[src/hw/rtl/smta_pkg.sv]
// ----------------------------------------------------------------------------
// smta_pkg
// Shared types, codes and constants of the sprite memory table allocator.
// ----------------------------------------------------------------------------
package smta_pkg;

    localparam int DEF_ENTRIES    = 32;
    localparam int DEF_KEY_BITS   = 32;
    localparam int IMAGE_KEY_BITS = 32;
    localparam int SIDE_BITS      = 7;
    localparam int ADDR_BITS      = 16;
    localparam int TILE_BITS      = 12;
    localparam int TILE_SHIFT     = 4;
    localparam int INDEX_BITS     = 5;
    localparam int AREA_BITS      = 2 * SIDE_BITS;

    localparam logic [SIDE_BITS-1:0] SIDE_8  = 7'd8;
    localparam logic [SIDE_BITS-1:0] SIDE_16 = 7'd16;
    localparam logic [SIDE_BITS-1:0] SIDE_32 = 7'd32;
    localparam logic [SIDE_BITS-1:0] SIDE_64 = 7'd64;

    typedef enum logic {
        OP_ADD    = 1'b0,
        OP_REMOVE = 1'b1
    } t_opcode;

    typedef enum logic [2:0] {
        ST_FOUND     = 3'd0,
        ST_ADDED     = 3'd1,
        ST_REJECTED  = 3'd2,
        ST_REMOVED   = 3'd3,
        ST_NOT_FOUND = 3'd4
    } t_status;

    typedef struct packed {
        logic                      opcode;
        logic [IMAGE_KEY_BITS-1:0] image_key;
        logic [SIDE_BITS-1:0]      width_pixels;
        logic [SIDE_BITS-1:0]      height_pixels;
    } t_in_beat;

    typedef struct packed {
        t_status                status;
        logic [INDEX_BITS-1:0]  entry_index;
        logic [ADDR_BITS-1:0]   start_address;
        logic [TILE_BITS-1:0]   start_tile;
        logic [ADDR_BITS-1:0]   next_free_address;
        logic                   address_overflow;
    } t_out_beat;

    typedef enum logic [1:0] {
        RD_ZERO  = 2'd0,
        RD_PLUS1 = 2'd1,
        RD_PLUS2 = 2'd2
    } t_rd_sel;

    typedef enum logic [1:0] {
        RES_EMPTY = 2'd0,
        RES_ROW   = 2'd1,
        RES_NEW   = 2'd2
    } t_res_src;

    typedef struct packed {
        logic     load;
        logic     step;
        logic     latch_last;
        logic     append;
        logic     shift_wr;
        logic     dec_count;
        logic     set_res;
        t_res_src res_src;
        t_status  res_status;
        t_rd_sel  rd_sel;
        logic     load_out;
    } t_ctl_cmd;

    typedef struct packed {
        logic count_zero;
        logic hit;
        logic last;
        logic more;
        logic sides_ok;
        logic full;
        logic op_remove;
        logic out_free;
    } t_dp_stat;

    function automatic logic side_ok(input logic [SIDE_BITS-1:0] s);
        return (s == SIDE_8) || (s == SIDE_16) || (s == SIDE_32) || (s == SIDE_64);
    endfunction

endpackage

[src/hw/rtl/smta_dp.sv]
// ----------------------------------------------------------------------------
// smta_dp
// Datapath: entry table memory, request registers, scan index, fill count,
// allocation adder and the result and output registers.
// ----------------------------------------------------------------------------
module smta_dp import smta_pkg::*; #(
    parameter int ENTRIES  = DEF_ENTRIES,
    parameter int KEY_BITS = DEF_KEY_BITS
) (
    input  logic      i_clk,
    input  logic      i_rst_n,
    input  t_in_beat  i_in_data,
    input  t_ctl_cmd  i_cmd,
    output t_dp_stat  o_stat,
    input  logic      i_out_stall,
    output logic      o_out_valid,
    output t_out_beat o_out_data
);

    localparam int IW    = $clog2(ENTRIES);
    localparam int CW    = $clog2(ENTRIES + 1);
    localparam int KW    = (KEY_BITS < IMAGE_KEY_BITS) ? KEY_BITS : IMAGE_KEY_BITS;
    localparam int DEPTH = 2 ** IW;

    typedef struct packed {
        logic [KW-1:0]        key;
        logic [ADDR_BITS-1:0] start_addr;
        logic [TILE_BITS-1:0] tile;
        logic [ADDR_BITS-1:0] end_addr;
    } t_row;

    t_row                 r_mem [DEPTH];
    t_row                 r_rd_data;
    logic                 r_op;
    logic [KW-1:0]        r_key;
    logic [SIDE_BITS-1:0] r_w;
    logic [SIDE_BITS-1:0] r_h;
    logic [AREA_BITS-1:0] r_area;
    logic [IW-1:0]        r_scan;
    logic [CW-1:0]        r_count;
    logic [ADDR_BITS-1:0] r_last_end;
    t_out_beat            r_res;
    t_out_beat            n_res;
    logic                 r_out_valid;
    t_out_beat            r_out;

    logic [IW-1:0]        rd_addr;
    logic [IW-1:0]        wr_addr;
    t_row                 wr_data;
    logic                 wr_en;
    logic [CW-1:0]        scan_p1;
    logic [ADDR_BITS-1:0] new_end;
    t_row                 new_row;

    assign scan_p1 = CW'(r_scan) + CW'(1);
    assign new_end = r_last_end + ADDR_BITS'(r_area);

    always_comb begin
        new_row.key        = r_key;
        new_row.start_addr = r_last_end;
        new_row.tile       = r_last_end[ADDR_BITS-1:TILE_SHIFT];
        new_row.end_addr   = new_end;
    end

    always_comb begin
        unique case (i_cmd.rd_sel)
            RD_ZERO:  rd_addr = '0;
            RD_PLUS1: rd_addr = r_scan + IW'(1);
            RD_PLUS2: rd_addr = r_scan + IW'(2);
            default:  rd_addr = '0;
        endcase
    end

    assign wr_en   = i_cmd.append | i_cmd.shift_wr;
    assign wr_addr = i_cmd.append ? IW'(r_count) : r_scan;
    assign wr_data = i_cmd.append ? new_row : r_rd_data;

    // table memory, one write and one registered read per cycle
    always_ff @(posedge i_clk) begin
        if (wr_en) begin
            r_mem[wr_addr] <= wr_data;
        end
        r_rd_data <= r_mem[rd_addr];
    end

    always_comb begin
        n_res        = '0;
        n_res.status = i_cmd.res_status;
        case (i_cmd.res_src)
            RES_ROW: begin
                n_res.entry_index       = INDEX_BITS'(r_scan);
                n_res.start_address     = r_rd_data.start_addr;
                n_res.start_tile        = r_rd_data.tile;
                n_res.next_free_address = r_rd_data.end_addr;
                n_res.address_overflow  = r_rd_data.end_addr[ADDR_BITS-1];
            end
            RES_NEW: begin
                n_res.entry_index       = INDEX_BITS'(r_count);
                n_res.start_address     = r_last_end;
                n_res.start_tile        = r_last_end[ADDR_BITS-1:TILE_SHIFT];
                n_res.next_free_address = new_end;
                n_res.address_overflow  = new_end[ADDR_BITS-1];
            end
            default: begin
            end
        endcase
    end

    always_ff @(posedge i_clk) begin
        if (i_cmd.load) begin
            r_op   <= i_in_data.opcode;
            r_key  <= i_in_data.image_key[KW-1:0];
            r_w    <= i_in_data.width_pixels;
            r_h    <= i_in_data.height_pixels;
            r_area <= AREA_BITS'(i_in_data.width_pixels) *
                      AREA_BITS'(i_in_data.height_pixels);
        end
        if (i_cmd.load) begin
            r_scan <= '0;
        end else if (i_cmd.step) begin
            r_scan <= r_scan + IW'(1);
        end
        if (i_cmd.load) begin
            r_last_end <= '0;
        end else if (i_cmd.latch_last) begin
            r_last_end <= r_rd_data.end_addr;
        end
        if (i_cmd.set_res) begin
            r_res <= n_res;
        end
        if (i_cmd.load_out) begin
            r_out <= r_res;
        end
    end

    always_ff @(posedge i_clk) begin
        if (!i_rst_n) begin
            r_count     <= '0;
            r_out_valid <= 1'b0;
        end else begin
            if (i_cmd.append) begin
                r_count <= r_count + CW'(1);
            end else if (i_cmd.dec_count) begin
                r_count <= r_count - CW'(1);
            end
            if (i_cmd.load_out) begin
                r_out_valid <= 1'b1;
            end else if (!i_out_stall) begin
                r_out_valid <= 1'b0;
            end
        end
    end

    always_comb begin
        o_stat.count_zero = (r_count == '0);
        o_stat.hit        = (r_rd_data.key == r_key);
        o_stat.last       = (scan_p1 == r_count);
        o_stat.more       = (scan_p1 < r_count);
        o_stat.sides_ok   = side_ok(r_w) & side_ok(r_h);
        o_stat.full       = (r_count == CW'(ENTRIES));
        o_stat.op_remove  = (r_op == OP_REMOVE);
        o_stat.out_free   = !r_out_valid || !i_out_stall;
    end

    assign o_out_valid = r_out_valid;
    assign o_out_data  = r_out;

endmodule

[src/hw/rtl/smta_ctl.sv]
// ----------------------------------------------------------------------------
// smta_ctl
// Controller: sequences key search, allocation, compaction and output.
// ----------------------------------------------------------------------------
module smta_ctl import smta_pkg::*; (
    input  logic     i_clk,
    input  logic     i_rst_n,
    input  logic     i_in_valid,
    input  t_dp_stat i_stat,
    output t_ctl_cmd o_cmd,
    output logic     o_in_stall
);

    typedef enum logic [2:0] {
        S_IDLE,
        S_SEARCH,
        S_DECIDE,
        S_SHIFT,
        S_OUT
    } t_state;

    t_state r_state;
    t_state n_state;
    logic   r_stall;
    logic   n_stall;

    always_comb begin
        o_cmd   = '0;
        o_cmd.rd_sel     = RD_ZERO;
        o_cmd.res_src    = RES_EMPTY;
        o_cmd.res_status = ST_FOUND;
        n_state = r_state;
        unique case (r_state)
            S_IDLE: begin
                if (i_in_valid) begin
                    o_cmd.load = 1'b1;
                    n_state    = i_stat.count_zero ? S_DECIDE : S_SEARCH;
                end
            end
            S_SEARCH: begin
                o_cmd.rd_sel = RD_PLUS1;
                if (i_stat.hit) begin
                    o_cmd.set_res    = 1'b1;
                    o_cmd.res_src    = RES_ROW;
                    o_cmd.res_status = i_stat.op_remove ? ST_REMOVED : ST_FOUND;
                    n_state          = i_stat.op_remove ? S_SHIFT : S_OUT;
                end else if (i_stat.last) begin
                    o_cmd.latch_last = 1'b1;
                    n_state          = S_DECIDE;
                end else begin
                    o_cmd.step = 1'b1;
                end
            end
            S_DECIDE: begin
                o_cmd.set_res = 1'b1;
                if (i_stat.op_remove) begin
                    o_cmd.res_status = ST_NOT_FOUND;
                end else if (!i_stat.sides_ok || i_stat.full) begin
                    o_cmd.res_status = ST_REJECTED;
                end else begin
                    o_cmd.res_src    = RES_NEW;
                    o_cmd.res_status = ST_ADDED;
                    o_cmd.append     = 1'b1;
                end
                n_state = S_OUT;
            end
            S_SHIFT: begin
                if (i_stat.more) begin
                    o_cmd.shift_wr = 1'b1;
                    o_cmd.step     = 1'b1;
                    o_cmd.rd_sel   = RD_PLUS2;
                end else begin
                    o_cmd.dec_count = 1'b1;
                    n_state         = S_OUT;
                end
            end
            S_OUT: begin
                if (i_stat.out_free) begin
                    o_cmd.load_out = 1'b1;
                    n_state        = S_IDLE;
                end
            end
            default: begin
                n_state = S_IDLE;
            end
        endcase
        n_stall = (n_state != S_IDLE);
    end

    always_ff @(posedge i_clk) begin
        if (!i_rst_n) begin
            r_state <= S_IDLE;
            r_stall <= 1'b0;
        end else begin
            r_state <= n_state;
            r_stall <= n_stall;
        end
    end

    assign o_in_stall = r_stall;

endmodule

[src/hw/rtl/sprite_memory_table_allocator_core.sv]
// ----------------------------------------------------------------------------
// sprite_memory_table_allocator_core
// Sprite image table with a bump allocator for sprite memory.
// ----------------------------------------------------------------------------
// One request is handled at a time. The table sits in a memory with one write
// and one read port, read one entry per cycle: an add scans for the key and
// then appends, a remove scans to the hit and then moves each later entry down
// one slot per cycle. The result sits in an output register, and the next
// request is taken while it waits to be collected. The table needs no clearing
// after reset.
module sprite_memory_table_allocator_core import smta_pkg::*; #(
    parameter int ENTRIES  = DEF_ENTRIES,
    parameter int KEY_BITS = DEF_KEY_BITS
) (
    input  logic      i_clk,
    input  logic      i_rst_n,
    input  logic      i_in_valid,
    output logic      o_in_stall,
    input  t_in_beat  i_in_data,
    output logic      o_out_valid,
    input  logic      i_out_stall,
    output t_out_beat o_out_data
);

    t_ctl_cmd w_cmd;
    t_dp_stat w_stat;

    smta_ctl u_ctl (
        .i_clk      (i_clk),
        .i_rst_n    (i_rst_n),
        .i_in_valid (i_in_valid),
        .i_stat     (w_stat),
        .o_cmd      (w_cmd),
        .o_in_stall (o_in_stall)
    );

    smta_dp #(
        .ENTRIES  (ENTRIES),
        .KEY_BITS (KEY_BITS)
    ) u_dp (
        .i_clk       (i_clk),
        .i_rst_n     (i_rst_n),
        .i_in_data   (i_in_data),
        .i_cmd       (w_cmd),
        .o_stat      (w_stat),
        .i_out_stall (i_out_stall),
        .o_out_valid (o_out_valid),
        .o_out_data  (o_out_data)
    );

    a_busy_after_accept: assert property (@(posedge i_clk) disable iff (!i_rst_n)
        i_in_valid && !o_in_stall |=> o_in_stall)
        else $error("input taken while a request is in progress");

    a_load_when_free: assert property (@(posedge i_clk) disable iff (!i_rst_n)
        w_cmd.load_out |-> (!o_out_valid || !i_out_stall))
        else $error("output register overwritten while stalled");

    a_empty_result: assert property (@(posedge i_clk) disable iff (!i_rst_n)
        o_out_valid && (o_out_data.status == ST_REJECTED ||
                        o_out_data.status == ST_NOT_FOUND)
        |-> o_out_data.entry_index == '0 && o_out_data.start_address == '0 &&
            o_out_data.start_tile == '0 && o_out_data.next_free_address == '0 &&
            !o_out_data.address_overflow)
        else $error("rejected or not found beat carries entry fields");

    a_added_tile: assert property (@(posedge i_clk) disable iff (!i_rst_n)
        o_out_valid && o_out_data.status == ST_ADDED
        |-> o_out_data.start_tile == o_out_data.start_address[ADDR_BITS-1:TILE_SHIFT])
        else $error("new entry tile does not match its start address");

endmodule

[config.mk]
export PLATFORM = sky130hd
export DESIGN_NAME = sprite_memory_table_allocator_core
export DESIGN_NICKNAME = d
export VERILOG_FILES = /design/src/hw/rtl/smta_pkg.sv /design/src/hw/rtl/smta_dp.sv /design/src/hw/rtl/smta_ctl.sv /design/src/hw/rtl/sprite_memory_table_allocator_core.sv
export SDC_FILE = /design/constraint.sdc
export NUM_CORES = 2
export LEC_CHECK = 0
export BUFFER_PORTS_ARGS = -buffer_cell sky130_fd_sc_hd__clkbuf_2
export CAP_MARGIN = 25
export CORE_MARGIN = 2
export CORE_UTILIZATION = 30
export DETAILED_ROUTE_END_ITERATION = 12
export GPL_TIMING_DRIVEN = 0
export SLEW_MARGIN = 10
export SYNTH_ARGS = -nofsm -noshare
export SYNTH_HDL_FRONTEND = slang
export SYNTH_SLANG_ARGS = --single-unit
[constraint.sdc]
create_clock -name i_clk -period 7.25 [get_ports i_clk]
set_input_delay 1.45 -clock i_clk [delete_from_list [all_inputs] [get_ports i_clk]]
set_output_delay 1.45 -clock i_clk [all_outputs]
set_load 0.02 [all_outputs]
## Word-level counts from Yosys, hierarchy flattened

Memory sizes are Yosys's and may differ from the RTL's. A register that Yosys moved wholly into a read port is not among the register bits.
Index checks and enable logic that the tools add are counted.

| operators by class | value |
|---|---|
| reduce and logical (&&, ||, !) cells | 15 |
| mux-type cells | 42 |
| add/subtract/negate cells | 6 |
| equal/unequal tests | 20 |
| magnitude comparators | 1 |
| bitwise logic cells | 2 |
| $mul | 1 |

Operators by type and width:

| kind | count |
|---|---|
| 50-bit case mux with 2 select lines | 1 |
| 76-bit two-way mux | 1 |
| 32-bit == test | 1 |
| 3-bit two-way mux | 7 |
| 6-bit two-way mux | 3 |
| 16-bit by 14-bit adder with 16-bit output | 1 |
| 1-bit two-way mux | 16 |
| 2-bit two-way mux | 8 |
| 3-bit case mux with 5 select lines | 1 |
| 7-bit by 4-bit == test with 1-bit output (second input constant) | 2 |
| 7-bit by 5-bit == test with 1-bit output (second input constant) | 2 |
| 7-bit by 6-bit == test with 1-bit output (second input constant) | 2 |
| 7-bit == test (second input constant) | 2 |
| 7-bit by 7-bit multiplier with 14-bit output | 1 |
| 6-bit case mux with 2 select lines | 1 |
| 5-bit case mux with 2 select lines | 1 |
| 1-bit logical OR | 8 |
| 5-bit by 1-bit adder with 6-bit output (second input constant) | 1 |
| 6-bit by 1-bit adder with 6-bit output (second input constant) | 1 |
| 3-bit by 2-bit == test with 1-bit output (second input constant) | 2 |
| 6-bit == test | 1 |
| 6-bit == test (second input constant) | 1 |
| 6-bit zero test | 1 |
| 6-bit < comparator | 1 |
| 17 further kinds | 21 |

| word-level totals | value |
|---|---|
| bits in registers | 199 |
| output and inout bits | 55 |
| memories | 1 |
| bits in writable memories | 2432 |

Memory list:

| memory | words | bits a word | rd ports | clocked after memory_dff | write ports | RTL line | source |
|---|---|---|---|---|---|---|---|
| u_dp.r_mem | 32 | 76 | 1 | 1 | 1 | smta_dp.sv:32 | `t_row r_mem [DEPTH];` |

## Depth between registers and ports, before layout

| logic depth | value |
|---|---|
| depth in word-level cells | 13 |
| mapped depth | 20 |

## Modules after synthesis

Synthesis repeated with hierarchy kept, for this count alone.

| second synthesis, totals | value |
|---|---|
| cells, all modules | 5500 |
| area total of the unflattened synthesis | 105738.9 um^2 |

Modules (own cells, without submodules):

| module | cells an instance | sequential area each (um^2) | times used | area an instance (um^2) |
|---|---|---|---|---|
| smta_dp | 5449 | 80066.8 | 1 | 105349.8 |
| smta_ctl | 51 | 80.1 | 1 | 389.1 |

## Least setup slack after synthesis

OpenSTA, ideal clock, no wires.

| timing path | value |
|---|---|
| kind | reg2reg |
| from | reg u_dp.r_scan[1] |
| to | mem u_dp.r_mem[25][0] (netlist bit) (enable) |
| period minus slack after synthesis | 6339 ps |
| path slack | 911 ps |
| path buffers | 1 |
| cell stages (with the launch flop) | 13 |
| library setup time | 511 ps |
| arrival | 5828 ps |
| data required time | 6739 ps |
| path through | dfxtp_1 > ha_1 > clkbuf_2 > xor2_1 > ha_1 > o21ai_0 > a21oi_1 > o41ai_1 > nand4_1 > inv_1 > nand2_1 > o32a_1 > nor2_1 |

| on the way | value |
|---|---|
| longest elaborated chain between the ends | 7 |

RTL lines:

| item | RTL line | source |
|---|---|---|
| start, declared | smta_dp.sv:39 | `logic [IW-1:0] r_scan;` |
| start signal, assigned | smta_dp.sv:121 | `r_scan <= r_scan + IW'(1);` |
| 5-bit by 1-bit adder with 6-bit output | smta_dp.sv:55 | `assign scan_p1 = CW'(r_scan) + CW'(1);` |
| named net u_dp.scan_p1[2] | smta_dp.sv:51 | `logic [CW-1:0] scan_p1;` |
| 6-bit < comparator | smta_dp.sv:158 | `o_stat.more = (scan_p1 < r_count);` |
| 1-bit two-way mux | smta_ctl.sv:68 | `if (i_stat.more) begin` |
| 2-bit two-way mux | smta_ctl.sv:33 | `unique case (r_state)` |
| 1-bit bitwise OR | smta_dp.sv:74 | `assign wr_en = i_cmd.append \| i_cmd.shift_wr;` |
| 1-bit two-way mux | smta_dp.sv:80 | `if (wr_en) begin` |
| 1-bit two-way mux (implied by the code) | smta_dp.sv:81 | `r_mem[wr_addr] <= wr_data;` |
| end, declared | smta_dp.sv:32 |  |

The timed path passes the listed nets, and every way through them passes these cells.

## Worst setup path after layout

| timing path | value |
|---|---|
| from | reg u_dp.r_scan[1] |
| to | reg u_dp.r_rd_data[33] (netlist name) |

| on the way | value |
|---|---|
| longest elaborated chain between the ends | 6 |

RTL lines:

| item | RTL line | source |
|---|---|---|
| 5-bit by 1-bit adder with 6-bit output * | smta_dp.sv:55 |  |
| named net u_dp.scan_p1[2] | smta_dp.sv:51 |  |
| 6-bit < comparator * | smta_dp.sv:158 |  |
| 2-bit two-way mux * | smta_ctl.sv:68 |  |
| 2-bit case mux with 2 select lines * | smta_ctl.sv:33 |  |
| 2-bit == test / 2-bit by 1-bit == test with 1-bit output (equally long branches) | smta_dp.sv:66 | `unique case (i_cmd.rd_sel)` |
| 5-bit case mux with 2 select lines * | smta_dp.sv:66 |  |

The timed path passes the listed nets; every way through them passes the cells marked *.
A chain may end at the register's enable or synchronous reset.

==> summary.md <==
| Metric | Value |
|---|---|
| Status | finished clean |
| Slew Limit Fails | 0 |
| Most frequent cells in the layout | edfxtp_1 (2,597), mux4_2 (608), nand2_1 (439) |
| Sequential Area | 80,100 um2 |
| DRT Wirelength | 271,000 um |
| Row cnt | 217 |
| Die span in y | 597 um |
| Highest Clock Rate | 145 MHz |
| Crit path top cell by count | ha_1 |
| Clock buffer count from CTS | 266 |
| P per Cell Area | 290 nW/um2 |
| CORE AREA | 350,000 um2 |
| First-pass GRT wire length | 385,000 um |
| Total design power | 36.1 mW |
| Critical path data arrival time | 7.54 ns |
| Clock sink count | 2,705 |
| Clock Latency Late Sink | 0.83 ns |
| Mapped Area | 105,000 um2 |
| Most common cell after layout, fill and taps aside | edfxtp_1 |
| Global route total overflow | 0 |
| CTS H-Tree Depth | 5 |
| Ys async rst share | 0% |
| Vias | 52,200 |
| Top_reg_cell synth | edfxtp_1 |
| Worst-path cell chain | ha_1 -> clkbuf_2 -> xor2_1 -> ha_1 -> o21ai_0 -> a21oi_1 -> o41ai_2 -> nand4_1 -> inv_1 -> ha_1 -> nand2b_1 -> a21oi_2 -> buf_2 -> clkbuf_4 -> buf_2 -> mux4_2 -> mux2i_1 -> a221oi_1 |
| Met2 wire len | 121,000 um |
| # DRC | 0 |
| Initial antenna violation count | 16 |
| Tightest Pin Transition | 1.37 ns |
| Layout Skew | 0.0576 ns |
| Static Leakage | 41.2 nW |
| Drt wl/cell | 26.2 um |
| WP buf/inv | 5 |
| Met3 routed WL | 23,800 um |
| DR top layer | met5 |
| Share of cells above drive strength 1 | 27.3% |
| WP data required | 7.87 ns |
| DRT iter0 DRCs | 6,740 |
| Final net count | 5,687 |
| CTS tree | done |
| Area of the multi-input gates | 23,900 um2 |
| Hold WC Path Type | flop to flop |
| Worst path top cell family by delay | buffers and inverters |
| Floorplan die width | 597 um |
| Met1 WL | 120,000 um |
| Io pins | 106 |
| Number of global-route vias before repair | 52,400 |
| Sequential fraction of the synthesis area | 76.0% |
| Tmin final | 6.92 ns |
| Drt via density | 5.04 |
| Routability cong. | 0.854 |
| Dpl ws | 0.159 ns |
| First drt pass iteration count | 5 |
| HPWL after DPL | 182,000 um |
| Post-synth EDFFs | 2,597 |
| Peak VDD IR | 0.198 mV |
| Synth-to-Final Area Change | 18.0% |
| Clk slew on worst S/H paths | 0.07 ns |
| Clk buf depth | 4 |
| CP endpoint kind | flop |
| Synthesized netlist cell count | 4,974 |
| Synth Warn # | 0 |
| Mapped Avg Cell Area | 21.2 um2 |
| # port buffers | 105 |
| Netlist cell types | 63 |
| Setup ws final | 0.331 ns |
| Die Area | 356,000 um2 |
| Antenna cells | 0 |
| Clk root buf | clkbuf_16 |
| Final worst-path cycle share | 95.4% |
| Slew headroom | 8.85% |
| Final hold vios | 0 |
| Pin count of the biggest net entering global routing | 40 |
| Post-synth net total | 5,113 |
| Max incr delay on CP | 0.64 ns |
| Max Cap Viol | 0 |
| Final TNS setup | 0 ns |
| Startpoint types | flop |
| Crit path max fanout | 10 |
| Final core occ | 35.6% |
| GRT Total Usage | 14.9% |
| Unrepaired setup endpoints after global routing | false |
| Final setup fails | 0 |
| Initial Utilization | 30.2% |
| Fillers | 32,000 |
| Crit-path slowest cell | clkbuf_4 |
| Detail Route Antenna Nets | 0 |
| Flops & latches, synth | 2,705 |
| Crit Path Class | flop to flop |
power by group:
group | leakage (nW) | total, mW | switching (mW) | internal (mW)
clock network | 4.11 | 13.5 | 5.81 | 7.73
registers | 24.3 | 18.2 | 0.285 | 17.9
logic | 12.8 | 4.30 | 2.49 | 1.81
flip-flops by register name (all words and copies together) (netlist names), 14 cells and up:
name,flops
u_dp.r_mem,2432
u_dp.r_last_end,16
u_dp.r_area,14
u_dp.r_res,52
u_dp.r_rd_data,76
u_dp.r_key,32
u_dp.o_out_data,52
cell families after synthesis:
group                      Yosys count  share of synthesized area, %
muxes                              861                          15.4
and+or+nand+nor                    652                          2.58
buffers and inverters              292                          1.56
DFF                               2705                          76.0
adders and majority gates           88                          1.23
xor gates and xnor gates            66                         0.548
AOI/OAI and AO/OA                  310                          2.69
timing repair:
| item | 4_1_cts | 5_1_grt |
|---|---|---|
| resized for setup | 0 | 2 |
| setup endpoints to repair | 0 | 75 |
| hold buffers | 0 | 0 |
| setup buffers | 0 | 0 |
synthesized netlist by cell type (7+ instances only):
| cell type | number | area [um2] |
|---|---|---|
| a32o_1 | 76 | 761 |
| xnor2_1 | 55 | 482 |
| buf_4 | 34 | 255 |
| inv_1 | 37 | 139 |
| buf_6 | 28 | 315 |
| and2_1 | 41 | 257 |
| a221oi_1 | 15 | 131 |
| ha_1 | 62 | 776 |
| a221oi_2 | 62 | 931 |
| edfxtp_1 | 2597 | 78000 |
| buf_1 | 13 | 48.8 |
| mux4_2 | 608 | 13700 |
| o21ai_0 | 25 | 125 |
| xor2_1 | 11 | 96.3 |
| a22oi_1 | 16 | 120 |
| dfxtp_1 | 108 | 2160 |
| nor3_1 | 18 | 90.1 |
| nor2b_1 | 7 | 43.8 |
| a22o_1 | 8 | 70.1 |
| buf_2 | 100 | 500 |
| nand2b_1 | 9 | 56.3 |
| nor4_1 | 12 | 75.1 |
| nor2_1 | 96 | 360 |
| clkbuf_1 | 70 | 263 |
| mux2i_1 | 250 | 2500 |
| fa_1 | 26 | 521 |
| nand2_1 | 439 | 1650 |
| a31oi_1 | 10 | 62.6 |
| nand4_1 | 11 | 68.8 |
| a21oi_1 | 52 | 260 |
| buf_8 | 7 | 105 |
| a21o_1 | 9 | 67.6 |
per-stage QoR:
| step | hold slack (ns) | area, um2 | std cells |
|---|---|---|---|
| detailed placement | 0.405 | 115000 | 9822 |
| global placement | 0.410 | 112000 | 9678 |
| floorplan | 0.400 | 105000 | 4974 |
| CTS | 0.414 | 123000 | 10300 |
| global route | 0.426 | 124000 | 10300 |
| finish | 0.415 | 124000 | 10300 |
worst paths after layout:
check	endpoint	slack [ns]	depth (start not counted)	from
hold / removal	u_dp.o_out_data[42]	0.42	0	u_dp.r_res[42]
hold reg to reg	u_dp.o_out_data[42]	0.42	0	u_dp.r_res[42]
setup reg to reg	u_dp.r_rd_data[33]	0.33	18	u_dp.r_scan[1]
setup / recovery	u_dp.r_rd_data[33]	0.33	18	u_dp.r_scan[1]
cell type report:
| class | count | share of cell area, % |
|---|---|---|
| buffer | 254 | 1.22 |
| timing repair buffer | 306 | 3.62 |
| tap | 4599 | 4.62 |
| inverter | 38 | 0.115 |
| sequential | 2705 | 64.4 |
| clock buffer | 345 | 5.93 |
| multi-input combinational | 1977 | 19.2 |
| clock inverter | 125 | 0.826 |
metal layers:
layer | vias up | GRT usage [%]
met5 | - | 0
met3 | 340 | 3.32
met2 | 2187 | 22.5
li1 | 21700 | -
met4 | 6 | 3.51
met1 | 27900 | 21.7
No activity file was read; power rests on OpenSTA's default activity.
